### src/hdl/mfhb_pkg.sv
// Shared types and constants of the MAC frame header builder.
package mfhb_pkg;

   // Request kinds
   localparam logic KIND_START = 1'b0;
   localparam logic KIND_DATA  = 1'b1;

   // Frame types
   localparam logic [1:0] FTYPE_INVALID = 2'd3;

   // Result status codes
   localparam logic [2:0] ST_OK        = 3'd0;
   localparam logic [2:0] ST_RADIO_OFF = 3'd1;
   localparam logic [2:0] ST_BAD_TYPE  = 3'd2;
   localparam logic [2:0] ST_TOO_LONG  = 3'd3;
   localparam logic [2:0] ST_NO_FRAME  = 3'd4;

   // Configuration register indexes
   localparam logic [1:0] CSR_RADIO_ON   = 2'd0;
   localparam logic [1:0] CSR_OWN_PAN    = 2'd1;
   localparam logic [1:0] CSR_OWN_SHORT  = 2'd2;
   localparam logic [1:0] CSR_OWN_LONG   = 2'd3;

   // Frame control bits and values
   localparam logic [7:0] FC0_ACK_REQ  = 8'h20;
   localparam logic [7:0] FC0_PAN_COMP = 8'h40;
   localparam logic [7:0] FC1_LONG     = 8'hcc;
   localparam logic [7:0] FC1_SHORT    = 8'h88;

   // Header bytes after the length byte, per addressing mode
   localparam int HDR_BYTES_MAX = 19;
   localparam logic [4:0] HDR_LEN_LONG       = 5'd19;
   localparam logic [4:0] HDR_LEN_SHORT      = 5'd11;
   localparam logic [4:0] HDR_LEN_SHORT_COMP = 5'd9;
   localparam logic [8:0] FCS_LEN            = 9'd2;

   localparam int HDR_BITS = 8 * HDR_BYTES_MAX;

   typedef logic [1:0] csr_index_type;
   typedef logic [4:0] hdr_count_type;

   typedef struct packed {
      logic        kind;
      logic [1:0]  frame_type;
      logic        long_mode;
      logic        ack_request;
      logic [15:0] dest_pan;
      logic [15:0] dest_short;
      logic [63:0] dest_long;
      logic [7:0]  body_len;
      logic [7:0]  data_byte;
   } req_type;

   typedef struct packed {
      logic [7:0] frame_byte;
      logic       has_byte;
      logic [2:0] status;
      logic       last;
   } rsp_type;

   // Load command for the header shifter
   typedef struct packed {
      logic                  load;
      hdr_count_type         count;
      logic [HDR_BITS-1:0]   data;
   } hdr_load_type;

   // Status of the header shifter
   typedef struct packed {
      logic       busy;
      logic       last;
      logic [7:0] head_byte;
   } hdr_stat_type;

endpackage

### src/hdl/mfhb_if.sv
// Request and response channel interfaces of the MAC frame header builder.
interface mfhb_req_if;
   logic             valid;
   logic             ready;
   mfhb_pkg::req_type payload;

   modport source (output valid, output payload, input ready);
   modport sink   (input valid, input payload, output ready);
endinterface

interface mfhb_rsp_if;
   logic             valid;
   logic             ready;
   mfhb_pkg::rsp_type payload;

   modport source (output valid, output payload, input ready);
   modport sink   (input valid, input payload, output ready);
endinterface

### src/hdl/mfhb_hdr_shifter.sv
// Byte-serial shift register that streams the header bytes after the length byte.
module mfhb_hdr_shifter (
   input  logic                   clock,
   input  logic                   reset,
   input  mfhb_pkg::hdr_load_type load_cmd,
   input  logic                   advance,
   output mfhb_pkg::hdr_stat_type stat
);
   import mfhb_pkg::*;

   logic [HDR_BITS-1:0] shift_ff, shift_in;
   hdr_count_type       count_ff, count_in;

   always_comb begin
      shift_in = shift_ff;
      count_in = count_ff;
      if (load_cmd.load) begin
         shift_in = load_cmd.data;
         count_in = load_cmd.count;
      end else if (advance) begin
         // drop the byte just sent, move the next one to the head
         shift_in = {8'd0, shift_ff[HDR_BITS-1:8]};
         count_in = count_ff - 5'd1;
      end
   end

   always_ff @(posedge clock) begin
      shift_ff <= shift_in;
      if (reset) begin
         count_ff <= '0;
      end else begin
         count_ff <= count_in;
      end
   end

   assign stat.busy      = (count_ff != '0);
   assign stat.last      = (count_ff == 5'd1);
   assign stat.head_byte = shift_ff[7:0];

endmodule

### src/hdl/mac_frame_header_builder_unit.sv
// Top level of the MAC frame header builder: request decode, state and response register.
// The first response byte is registered and valid in the cycle after its request is accepted.
// A payload request gives one response byte; a header request gives 10, 12 or 20 bytes,
//   one per header byte, via the byte-wide header shift register, which holds off requests.
// Error requests (radio off, bad type, too long, no frame open) give one status response.
// Synchronous active-high reset clears sequence number, open frame and radio_on;
//   all address registers reset to zero.
module mac_frame_header_builder_unit #(
   parameter int MAX_FRAME_LEN = 127
) (
   input  logic                    clock,
   input  logic                    reset,
   mfhb_req_if.sink                req_ch,
   mfhb_rsp_if.source              rsp_ch,
   input  logic                    csr_we,
   input  mfhb_pkg::csr_index_type csr_index,
   input  logic [63:0]             csr_wdata
);
   import mfhb_pkg::*;

   // Configuration registers
   logic        radio_on_ff;
   logic [15:0] own_pan_ff;
   logic [15:0] own_short_ff;
   logic [63:0] own_long_ff;

   // Frame state
   logic [7:0] seq_ff, seq_in;
   logic       ack_wait_ff, ack_wait_in;
   logic [7:0] bytes_left_ff, bytes_left_in;

   // Response register
   logic    rsp_valid_ff, rsp_valid_in;
   rsp_type rsp_data_ff, rsp_data_in;

   hdr_load_type load_cmd;
   hdr_stat_type hdr_stat;
   logic         slot_free;
   logic         accept;
   logic         advance;

   // Header decode
   req_type     rq;
   logic        pan_comp;
   logic [7:0]  fc0;
   logic [7:0]  fc1;
   logic [4:0]  hdr_len;
   logic [8:0]  phr;
   logic        too_long;
   logic        hdr_start;
   logic [HDR_BITS-1:0] hdr_data;

   // Configuration writes
   always_ff @(posedge clock) begin
      if (reset) begin
         radio_on_ff  <= 1'b0;
         own_pan_ff   <= '0;
         own_short_ff <= '0;
         own_long_ff  <= '0;
      end else if (csr_we) begin
         unique case (csr_index)
            CSR_RADIO_ON:  radio_on_ff  <= csr_wdata[0];
            CSR_OWN_PAN:   own_pan_ff   <= csr_wdata[15:0];
            CSR_OWN_SHORT: own_short_ff <= csr_wdata[15:0];
            CSR_OWN_LONG:  own_long_ff  <= csr_wdata;
            default: ;
         endcase
      end
   end

   // The response slot frees when empty or when its byte is taken this cycle.
   assign slot_free    = !rsp_valid_ff || rsp_ch.ready;
   assign req_ch.ready = !hdr_stat.busy && slot_free;
   assign accept       = req_ch.valid && req_ch.ready;
   assign advance      = hdr_stat.busy && slot_free;
   assign rq           = req_ch.payload;

   // Assemble frame control and the header bytes after the length byte,
   // least significant byte first at the shifter head.
   always_comb begin
      pan_comp = !rq.long_mode && (rq.dest_pan == own_pan_ff);
      fc0 = {6'd0, rq.frame_type}
          | (rq.ack_request ? FC0_ACK_REQ : 8'd0)
          | (pan_comp ? FC0_PAN_COMP : 8'd0);
      fc1 = rq.long_mode ? FC1_LONG : FC1_SHORT;
      if (rq.long_mode) begin
         hdr_len  = HDR_LEN_LONG;
         hdr_data = {own_long_ff, rq.dest_long, seq_ff, fc1, fc0};
      end else if (pan_comp) begin
         hdr_len  = HDR_LEN_SHORT_COMP;
         hdr_data = {80'd0, own_short_ff, rq.dest_short, rq.dest_pan, seq_ff, fc1, fc0};
      end else begin
         hdr_len  = HDR_LEN_SHORT;
         hdr_data = {64'd0, own_short_ff, own_pan_ff, rq.dest_short, rq.dest_pan,
                     seq_ff, fc1, fc0};
      end
      phr      = {1'b0, rq.body_len} + {4'd0, hdr_len} + FCS_LEN;
      too_long = phr > 9'(MAX_FRAME_LEN);
      hdr_start = accept && (rq.kind == KIND_START) && radio_on_ff
                  && (rq.frame_type != FTYPE_INVALID);
   end

   // Request decode, frame state and response register next values
   always_comb begin
      seq_in        = seq_ff;
      ack_wait_in   = ack_wait_ff;
      bytes_left_in = bytes_left_ff;
      rsp_valid_in  = rsp_valid_ff;
      rsp_data_in   = rsp_data_ff;
      // every header byte after the length byte goes through the shifter
      load_cmd      = '{load: 1'b0, count: hdr_len, data: hdr_data};

      if (accept) begin
         rsp_valid_in = 1'b1;
         rsp_data_in  = '{frame_byte: 8'd0, has_byte: 1'b0, status: ST_OK, last: 1'b1};
         if (rq.kind == KIND_DATA) begin
            if (bytes_left_ff == 8'd0) begin
               rsp_data_in.status = ST_NO_FRAME;
            end else begin
               bytes_left_in          = bytes_left_ff - 8'd1;
               rsp_data_in.frame_byte = rq.data_byte;
               rsp_data_in.has_byte   = 1'b1;
            end
         end else begin
            // a new start abandons any open frame
            bytes_left_in = 8'd0;
            if (!radio_on_ff) begin
               rsp_data_in.status = ST_RADIO_OFF;
            end else if (rq.frame_type == FTYPE_INVALID) begin
               rsp_data_in.status = ST_BAD_TYPE;
            end else begin
               // sequence number advances even when the frame is refused as too long
               ack_wait_in = rq.ack_request;
               seq_in      = seq_ff + 8'd1;
               if (too_long) begin
                  rsp_data_in.status = ST_TOO_LONG;
               end else begin
                  bytes_left_in          = rq.body_len;
                  rsp_data_in.frame_byte = phr[7:0];
                  rsp_data_in.has_byte   = 1'b1;
                  rsp_data_in.last       = 1'b0;
                  load_cmd.load          = 1'b1;
               end
            end
         end
      end else if (advance) begin
         // move the next header byte into the response slot
         rsp_valid_in = 1'b1;
         rsp_data_in  = '{frame_byte: hdr_stat.head_byte, has_byte: 1'b1,
                          status: ST_OK, last: hdr_stat.last};
      end else if (rsp_ch.ready) begin
         rsp_valid_in = 1'b0;
      end
   end

   always_ff @(posedge clock) begin
      rsp_data_ff <= rsp_data_in;
      if (reset) begin
         seq_ff        <= '0;
         ack_wait_ff   <= 1'b0;
         bytes_left_ff <= '0;
         rsp_valid_ff  <= 1'b0;
      end else begin
         seq_ff        <= seq_in;
         ack_wait_ff   <= ack_wait_in;
         bytes_left_ff <= bytes_left_in;
         rsp_valid_ff  <= rsp_valid_in;
      end
   end

   mfhb_hdr_shifter u_hdr_shifter (
      .clock    (clock),
      .reset    (reset),
      .load_cmd (load_cmd),
      .advance  (advance),
      .stat     (hdr_stat)
   );

   assign rsp_ch.valid   = rsp_valid_ff;
   assign rsp_ch.payload = rsp_data_ff;

   // Hold off new requests while header bytes are still streaming.
   a_busy_blocks_req: assert property (@(posedge clock) disable iff (reset)
      hdr_stat.busy |-> !req_ch.ready)
      else $error("request accepted while header streaming");

   // A response without a byte is always a single final error result.
   a_status_only: assert property (@(posedge clock) disable iff (reset)
      (rsp_valid_ff && !rsp_data_ff.has_byte) |->
         (rsp_data_ff.last && rsp_data_ff.status != ST_OK && rsp_data_ff.frame_byte == 8'd0))
      else $error("malformed status response");

   // Advance the sequence number and latch ack request on every accepted-type start.
   a_seq_advance: assert property (@(posedge clock) disable iff (reset)
      hdr_start |=> (seq_ff == $past(seq_ff) + 8'd1)
                    && (ack_wait_ff == $past(req_ch.payload.ack_request)))
      else $error("sequence or ack state not updated on start");

   // A loaded header always leaves its first byte unfinished in the response slot.
   a_load_first: assert property (@(posedge clock) disable iff (reset)
      load_cmd.load |=> (rsp_valid_ff && !rsp_data_ff.last && hdr_stat.busy))
      else $error("header load did not start streaming");

endmodule

### src/flat_wrapper.sv
// flat-port wrapper written by rule: the top's interface ports become plain ports
module mac_frame_header_builder_unit_flat import mfhb_pkg::*;
#(
   parameter int MAX_FRAME_LEN = 127
)
  (clock, reset, csr_we, csr_index, csr_wdata, req_ch_valid, req_ch_payload, req_ch_ready, rsp_ch_valid, rsp_ch_payload, rsp_ch_ready);
  mfhb_req_if req_ch_i ();
  mfhb_rsp_if rsp_ch_i ();
  input  logic clock;
  input  logic reset;
  input  logic csr_we;
  input  mfhb_pkg::csr_index_type csr_index;
  input  logic [63:0] csr_wdata;
  input wire logic [$bits(req_ch_i.valid)-1:0] req_ch_valid;
  input wire logic [$bits(req_ch_i.payload)-1:0] req_ch_payload;
  output wire logic [$bits(req_ch_i.ready)-1:0] req_ch_ready;
  output wire logic [$bits(rsp_ch_i.valid)-1:0] rsp_ch_valid;
  output wire logic [$bits(rsp_ch_i.payload)-1:0] rsp_ch_payload;
  input wire logic [$bits(rsp_ch_i.ready)-1:0] rsp_ch_ready;
  assign req_ch_i.valid = req_ch_valid;
  assign req_ch_i.payload = req_ch_payload;
  assign req_ch_ready = req_ch_i.ready;
  assign rsp_ch_valid = rsp_ch_i.valid;
  assign rsp_ch_payload = rsp_ch_i.payload;
  assign rsp_ch_i.ready = rsp_ch_ready;
  mac_frame_header_builder_unit #(.MAX_FRAME_LEN(MAX_FRAME_LEN)) u_core (.clock(clock), .reset(reset), .req_ch(req_ch_i), .rsp_ch(rsp_ch_i), .csr_we(csr_we), .csr_index(csr_index), .csr_wdata(csr_wdata));
endmodule
### config.mk
export PLATFORM = sky130hd
export DESIGN_NAME = mac_frame_header_builder_unit_flat
export DESIGN_NICKNAME = d
export VERILOG_FILES = /design/src/hdl/mfhb_pkg.sv /design/src/hdl/mfhb_if.sv /design/src/hdl/mfhb_hdr_shifter.sv /design/src/hdl/mac_frame_header_builder_unit.sv /design/src/flat_wrapper.sv
export SDC_FILE = /design/constraint.sdc
export NUM_CORES = 1
export LEC_CHECK = 0
export BUFFER_PORTS_ARGS = -buffer_cell sky130_fd_sc_hd__buf_2
export CORE_MARGIN = 8
export CORE_UTILIZATION = 48
export DETAILED_ROUTE_END_ITERATION = 7
export PLACE_DENSITY = 0.79
export SYNTH_ARGS = -nofsm -noshare
export SYNTH_HDL_FRONTEND = slang
export SYNTH_SLANG_ARGS = --single-unit
### constraint.sdc
create_clock -name clock -period 17.9 [get_ports clock]
set_clock_uncertainty 0.15 [all_clocks]
set_input_delay 2.685 -clock clock [delete_from_list [all_inputs] [get_ports clock]]
set_output_delay 2.685 -clock clock [all_outputs]
set_load 0.01 [all_outputs]
# [After elaboration in Yosys (flattened, before gate mapping)]
# Index checks and enable logic that the tools add are counted.
[totals] regBits=284 input_bits=188 output_inout_bits=15 elab_cells=89
[op_classes] addsub=5 order_cmp=1 n_eq_ne=7 muxes=39 bitwise_logic=4 reduce_logical=20
[op_table] cell="$mux W152" n=3
[op_table] cell="$mux W88" n=1
[op_table] cell="$mux W8" n=5
[op_table] cell="$mux W9" n=4
[op_table] cell="$mux W13" n=2
[op_table] cell="$eq A16 B16 Y1" n=1
[op_table] cell="$mux W5" n=3
[op_table] cell="$mux W7" n=2
[op_table] cell="$mux W1" n=12
[op_table] cell="$mux W12" n=1
[op_table] cell="$reduce_and A2 Y1" n=5
[op_table] cell="$add A8 B5 Y9" n=1
[op_table] cell="$add A9 B2 Y9 const B" n=1
[op_table] cell="$gt A9 B7 Y1 const B" n=1
[op_table] cell="$mux W3" n=3
[op_table] cell="$add A8 B1 Y8 const B" n=1
[op_table] cell="$logic_not A8 Y1" n=1
[op_table] cell="$or A2 B8 Y8" n=1
[op_table] cell="$or A8 B8 Y8" n=1
[op_table] cell="$sub A8 B1 Y8 const B" n=1
[op_table] cell="$eq A2 B2 Y1 const B" n=3
[op_table] cell="$mux W6" n=1
[op_table] cell="$eq A5 B1 Y1 const B" n=1
[op_table] cell="$reduce_bool A5 Y1" n=1
[op_table] cell="12 further kinds" n=20

# [Longest topological paths before layout]
[logic_depth] depth_word=13 mapped_depth=19 ltp_nobuf=15

# [Cells and area by module]
# From an unflattened synthesis, not the netlist that was laid out.
[unflattened] hier_cells=1265 area_unflattened_um2=14004.7
[modules_own_cells] module="mac_frame_header_builder_unit" instances=1 cells_per_inst=900 area_per_inst_um2=7026.7 seq_area_each_um2=2672.6
[modules_own_cells] module="mfhb_hdr_shifter" instances=1 cells_per_inst=365 area_per_inst_um2=6977.9 seq_area_each_um2=4664.5

# [Worst setup path before layout]
# No wires, ideal clock.
[synth_timing] path_kind="input to register" start="input port req_ch_payload[103]" end="register u_core.u_hdr_shifter.shift_ff[0] (enable)" setup_ps=1272 arrival_ps=8226 t_required_ps=16478 slack_ps=8252 stages=18 path_buffers=4 path_cell_list="xnor2_1 nand4_1 nor4_1 nand3_1 clkbuf_1 inv_1 ha_1 inv_1 ha_1 fa_1 nor4b_1 nand3_1 a21oi_4 a21bo_2 buf_4 buf_6 buf_6 nand2_1"
[synth_via] elab_chain_cells=13
[synth_rtl] item="from (decl)" line_no="flat_wrapper.sv:15" source="input wire logic [$bits(req_ch_i.payload)-1:0] req_ch_payload;"
[synth_rtl] item="$eq A16 B16 Y1" line_no="mac_frame_header_builder_unit.sv:81" source="pan_comp = !rq.long_mode && (rq.dest_pan == own_pan_ff);"
[synth_rtl] item="$logic_and A1 B1 Y1" line_no="mac_frame_header_builder_unit.sv:81"
[synth_rtl] item="$mux W2" line_no="mac_frame_header_builder_unit.sv:89" source="end else if (pan_comp) begin"
[synth_rtl] item="$mux W5" line_no="mac_frame_header_builder_unit.sv:86" source="if (rq.long_mode) begin"
[synth_rtl] item="$add A8 B5 Y9" line_no="mac_frame_header_builder_unit.sv:97" source="phr = {1'b0, rq.body_len} + {4'd0, hdr_len} + FCS_LEN;"
[synth_rtl] item="$add A9 B2 Y9" line_no="mac_frame_header_builder_unit.sv:97"
[synth_rtl] item="$gt A9 B7 Y1" line_no="mac_frame_header_builder_unit.sv:98" source="too_long = phr > 9'(MAX_FRAME_LEN);"
[synth_rtl] item="$mux W1" line_no="mac_frame_header_builder_unit.sv:135" source="if (too_long) begin"
[synth_rtl] item="$mux W1" line_no="mac_frame_header_builder_unit.sv:129" source="end else if (rq.frame_type == FTYPE_INVALID) begin"
[synth_rtl] item="$mux W1" line_no="mac_frame_header_builder_unit.sv:127" source="if (!radio_on_ff) begin"
[synth_rtl] item="$mux W1" line_no="mac_frame_header_builder_unit.sv:116" source="if (rq.kind == KIND_DATA) begin"
[synth_rtl] item="$mux W1" line_no="mac_frame_header_builder_unit.sv:113" source="if (accept) begin"
[synth_rtl] item="$reduce_bool A2 Y1 (no source line)"
[synth_rtl] item="to (signal assigned)" line_no="mfhb_hdr_shifter.sv:28" source="shift_ff <= shift_in;"
[synth_rtl] item="to (decl)" line_no="mfhb_hdr_shifter.sv:11" source="logic [HDR_BITS-1:0] shift_ff, shift_in;"
# No other way between the ends.
# A chain may end at the register's enable or synchronous reset.

# [Worst setup path after layout]
[layout_timing] start="input port req_ch_payload[113]" end="register u_core.u_hdr_shifter.shift_ff[102] (enable)"
[layout_via] elab_chain_cells=13
[layout_rtl] item="$logic_not A1 Y1" line_no="mac_frame_header_builder_unit.sv:81"
[layout_rtl] item="$logic_and A1 B1 Y1" line_no="mac_frame_header_builder_unit.sv:81"
[layout_rtl] item="$mux W2" line_no="mac_frame_header_builder_unit.sv:89"
[layout_rtl] item="$mux W5 *" line_no="mac_frame_header_builder_unit.sv:86"
[layout_rtl] item="$add A8 B5 Y9 *" line_no="mac_frame_header_builder_unit.sv:97"
[layout_rtl] item="$add A9 B2 Y9 *" line_no="mac_frame_header_builder_unit.sv:97"
[layout_rtl] item="$gt A9 B7 Y1 *" line_no="mac_frame_header_builder_unit.sv:98"
[layout_rtl] item="$mux W1 *" line_no="mac_frame_header_builder_unit.sv:135"
[layout_rtl] item="$mux W1 *" line_no="mac_frame_header_builder_unit.sv:129"
[layout_rtl] item="$mux W1 *" line_no="mac_frame_header_builder_unit.sv:127"
[layout_rtl] item="$mux W1 *" line_no="mac_frame_header_builder_unit.sv:116"
[layout_rtl] item="$mux W1 *" line_no="mac_frame_header_builder_unit.sv:113"
[layout_rtl] item="$reduce_bool A2 Y1 (no source line) *"
# Every way passes the cells marked *; elsewhere a longest branch is shown, timed or not.

==> flow_summary.toml <==
[floorplan]
initial_core_util_pct = 48.8
die_x_um = 179
rows = 59
ios = 203
die_h_um = 179
die-area_um2 = 32000
core_um2 = 26100

[timing]
worst_slack_ps = 9880
finalSetupTns_ps = 0
finalSetupViolCount = 0
slew_violations = 0
worst_pin_slew_ps = 1220
timing.slew.headroom_pct = 18.4
period_share_pct = 44.8
period_needed_ps = 8020
finalHoldViolations = 0
fmax_mhz = 125
hold_slack_ps = 305
rsz0062_at_grt = "no"

[global_routing]
track_usage_pct = 19.8
grt_antenna_before_repair = 7
grt_pass1_wl_um = 51100
grt_max_degree = 123
grt_remaining_overflow = 0
first_global_vias = 9837

[clock_tree]
cts_buffers = 30
htreeDepth = 1
post_cts_buffers = 0
clk_latency_ps = 560
cts.sinks = 284
hold_buffers = 0
cts-root-buf = "clkbuf_16"
cts_resized = 0
cts_tree = "yes"
cts.path.max_buffers = 3
path_clk_slew_ps = 60

[detailed_routing]
drtIter0Drc = 1052
viasPerCell = 5.54
wirelength_um = 33200
wl_per_cell_um = 18.1
via_count = 10200
dr.pass1.iters = 5
ant_nets = 0
drc = 0

[logic_synthesis]
syn_nets = 1522
yosys-top-cells-count = "nand2_1, edfxtp_1, dfxtp_1"
syn_area_per_cell_um2 = 9.63
ys_warn_count = 0
synth-main-ff-cell = "edfxtp_1"
netlist_area_um2 = 12700
netlist_top_cells_area = "edfxtp_1, dfxtp_1, nand2_1"
yosysMostFrequentCell = "nand2_1"
synth_cells = 1321
yosysTopAreaCell = "edfxtp_1"
async_reset_ff_share_pct = 0
yosysSeqAreaShare_pct = 57.7
synthDistinctLibCells = 56
synth_edf_count = 165
ys_ff_latch = 284
synth_top_area_share_pct = 38.9

[setup_path]
crit_path_frequent_cell = "buf_4"
cp_num_cells = 15
cp_data_required_time_ps = 17890
cp_data_arrival_time_ps = 8010
reg2reg_slack_ps = 11730
endpoint_kind = "register"
r2r_cells = 16
crit_fanout = 91
cp_num_buf_inv = 6
crit-reg2reg-launch = "u_core.own_pan_ff[14]"
worstSetupPathType = "primary input to register"
max_stage_delay_ps = 720
path_cells = "buf_4, inv_2, nand3_2, buf_4, inv_1, ha_1, inv_1, ha_1, fa_1, nor4b_1, nand3_1, a21oi_4, a21bo_4, nand2_4, buf_4"
cp_slowest_cell = "a21bo_4"
start_kind = "primary input"
path_delay_family = "buffers and inverters"
r2r_end = "u_core.u_hdr_shifter.shift_ff[102]"

[placement]
pre_cts_ws_ps = 9400
gp_congestion = 0.867
port_buffers = 202
dp_hpwl_um = 22600

[worst_hold_path]
hold_end = "u_core.own_long_ff[36]"
hp-class = "register to register"
hold_start = "u_core.own_long_ff[36]"
whs_path_depth = 2

[pwr]
power.density_nw_per_um2 = 149
p_leak_nw = 6.06
vdd_drop_max_mv = 0.0937

[layout]
synthToLayoutAreaGrowth_pct = 16.2
num-fill-cells = 2246
drive_gt1_share_pct = 18.1
nets = 1676

[run_status]
status = "finished clean"

[job]
maxCapViolations = 0
routing by layer:
metal | GRT usage, % | share of wire, % | vias up
li1 | - | - | 4885
met1 | 25.3 | 41 | 4716
met2 | 32.6 | 47 | 460
met3 | 4.30 | 8.6 | 102
met4 | 7.03 | 3.3 | 10
met5 | 0 | 0.20 | -
layout by cell type, fill, tap and decap left out, types with 12 or more instances in the layout:
master and count:
a31oi_1 18, nand3_1 81, clkbuf_16 30, edfxtp_1 165
nand2_1 419, dfxtp_1 119, nor2_1 21, xnor2_1 24
buf_2 200, o211ai_1 16, a21oi_1 113, ha_1 12
inv_1 17, clkbuf_1 13, and2_1 28, mux2i_1 49
o21ai_0 53
registers in the layout (all words and copies together) (netlist names):
signal                         cells
u_core.u_hdr_shifter.shift_ff    152
u_core.own_long_ff                64
u_core.own_pan_ff                 16
u_core.own_short_ff               16
u_core.rsp_ch.payload             13
u_core.bytes_left_ff               8
u_core.seq_ff                      8
u_core.u_hdr_shifter.count_ff      5
u_core.radio_on_ff                 1
u_core.rsp_ch.valid                1
cell type report:
type | instances | area [um^2] | area share [%]
Inverter | 18 | 67.6 | 0.457
Multi-Input combinational cell | 932 | 4950 | 33.4
Sequential cell | 284 | 7340 | 49.6
Clock buffer | 47 | 855 | 5.78
Clock inverter | 9 | 88.8 | 0.601
Tap cell | 335 | 419 | 2.83
Timing Repair Buffer | 209 | 1070 | 7.23
Antenna cell | 2 | 5.00 | 0.0338
worst register-to-register path, cell delays in order (launching register included):
cell	delay, ps
dfxtp_1	450
xnor2_1	170
nand4_1	100
nor4_1	490
nand3_2	120
buf_4	300
inv_1	120
ha_1	120
inv_1	50
ha_1	210
fa_1	520
nor4b_1	340
nand3_1	210
a21oi_4	240
a21bo_4	720
nand2_4	650
buf_4	710
per-stage QoR:
stage / instances / area [um^2] / utilization [%] / total power, mW
after floorplan: 1321 / 12700 / - / 1.48
after global placement: 1778 / 13800 / 53.1 / 1.59
after detailed placement: 1778 / 13800 / 53.1 / 1.62
after CTS: 1834 / 14800 / 56.7 / 2.21
after global routing: 1836 / 14800 / 56.7 / 2.32
final: 1836 / 14800 / 56.7 / 2.20
how the worst max path moves through the flow:
stage | from | endpoint
5_1_grt | req_ch_payload[113] | u_core.u_hdr_shifter.shift_ff[58]
4_1_cts | req_ch_payload[113] | u_core.u_hdr_shifter.shift_ff[102]
3_3_place_gp | req_ch_payload[113] | u_core.u_hdr_shifter.shift_ff[62]
6_report | req_ch_payload[113] | u_core.u_hdr_shifter.shift_ff[102]
2_1_floorplan | req_ch_payload[103] | u_core.u_hdr_shifter.shift_ff[0]
3_5_place_dp | req_ch_payload[113] | u_core.u_hdr_shifter.shift_ff[68]
cells by family (layout without fill, tap and decap cells):
kind of cell | count (synthesis) | after routing | share of synthesized area [%]
adder cells (fa/ha/maj) | 13 | 13 | 1.34
multiplexers | 49 | 49 | 3.85
buffers and inverters | 105 | 283 | 3.67
XOR/XNOR | 34 | 34 | 2.40
other | 0 | 2 | 0
AO/OA/AOI/OAI | 234 | 234 | 10.6
AND/OR/NAND/NOR | 602 | 602 | 20.5
flip-flops | 284 | 284 | 57.7
report_power, final:
group	internal [mW]	switching [mW]	leakage [nW]
clock	0.342	0.249	0.453
sequential	1.04	0.0774	2.58
combinational	0.159	0.333	3.02
total	1.54	0.659	6.06
Note: power is estimated with default switching activity, not from simulation.
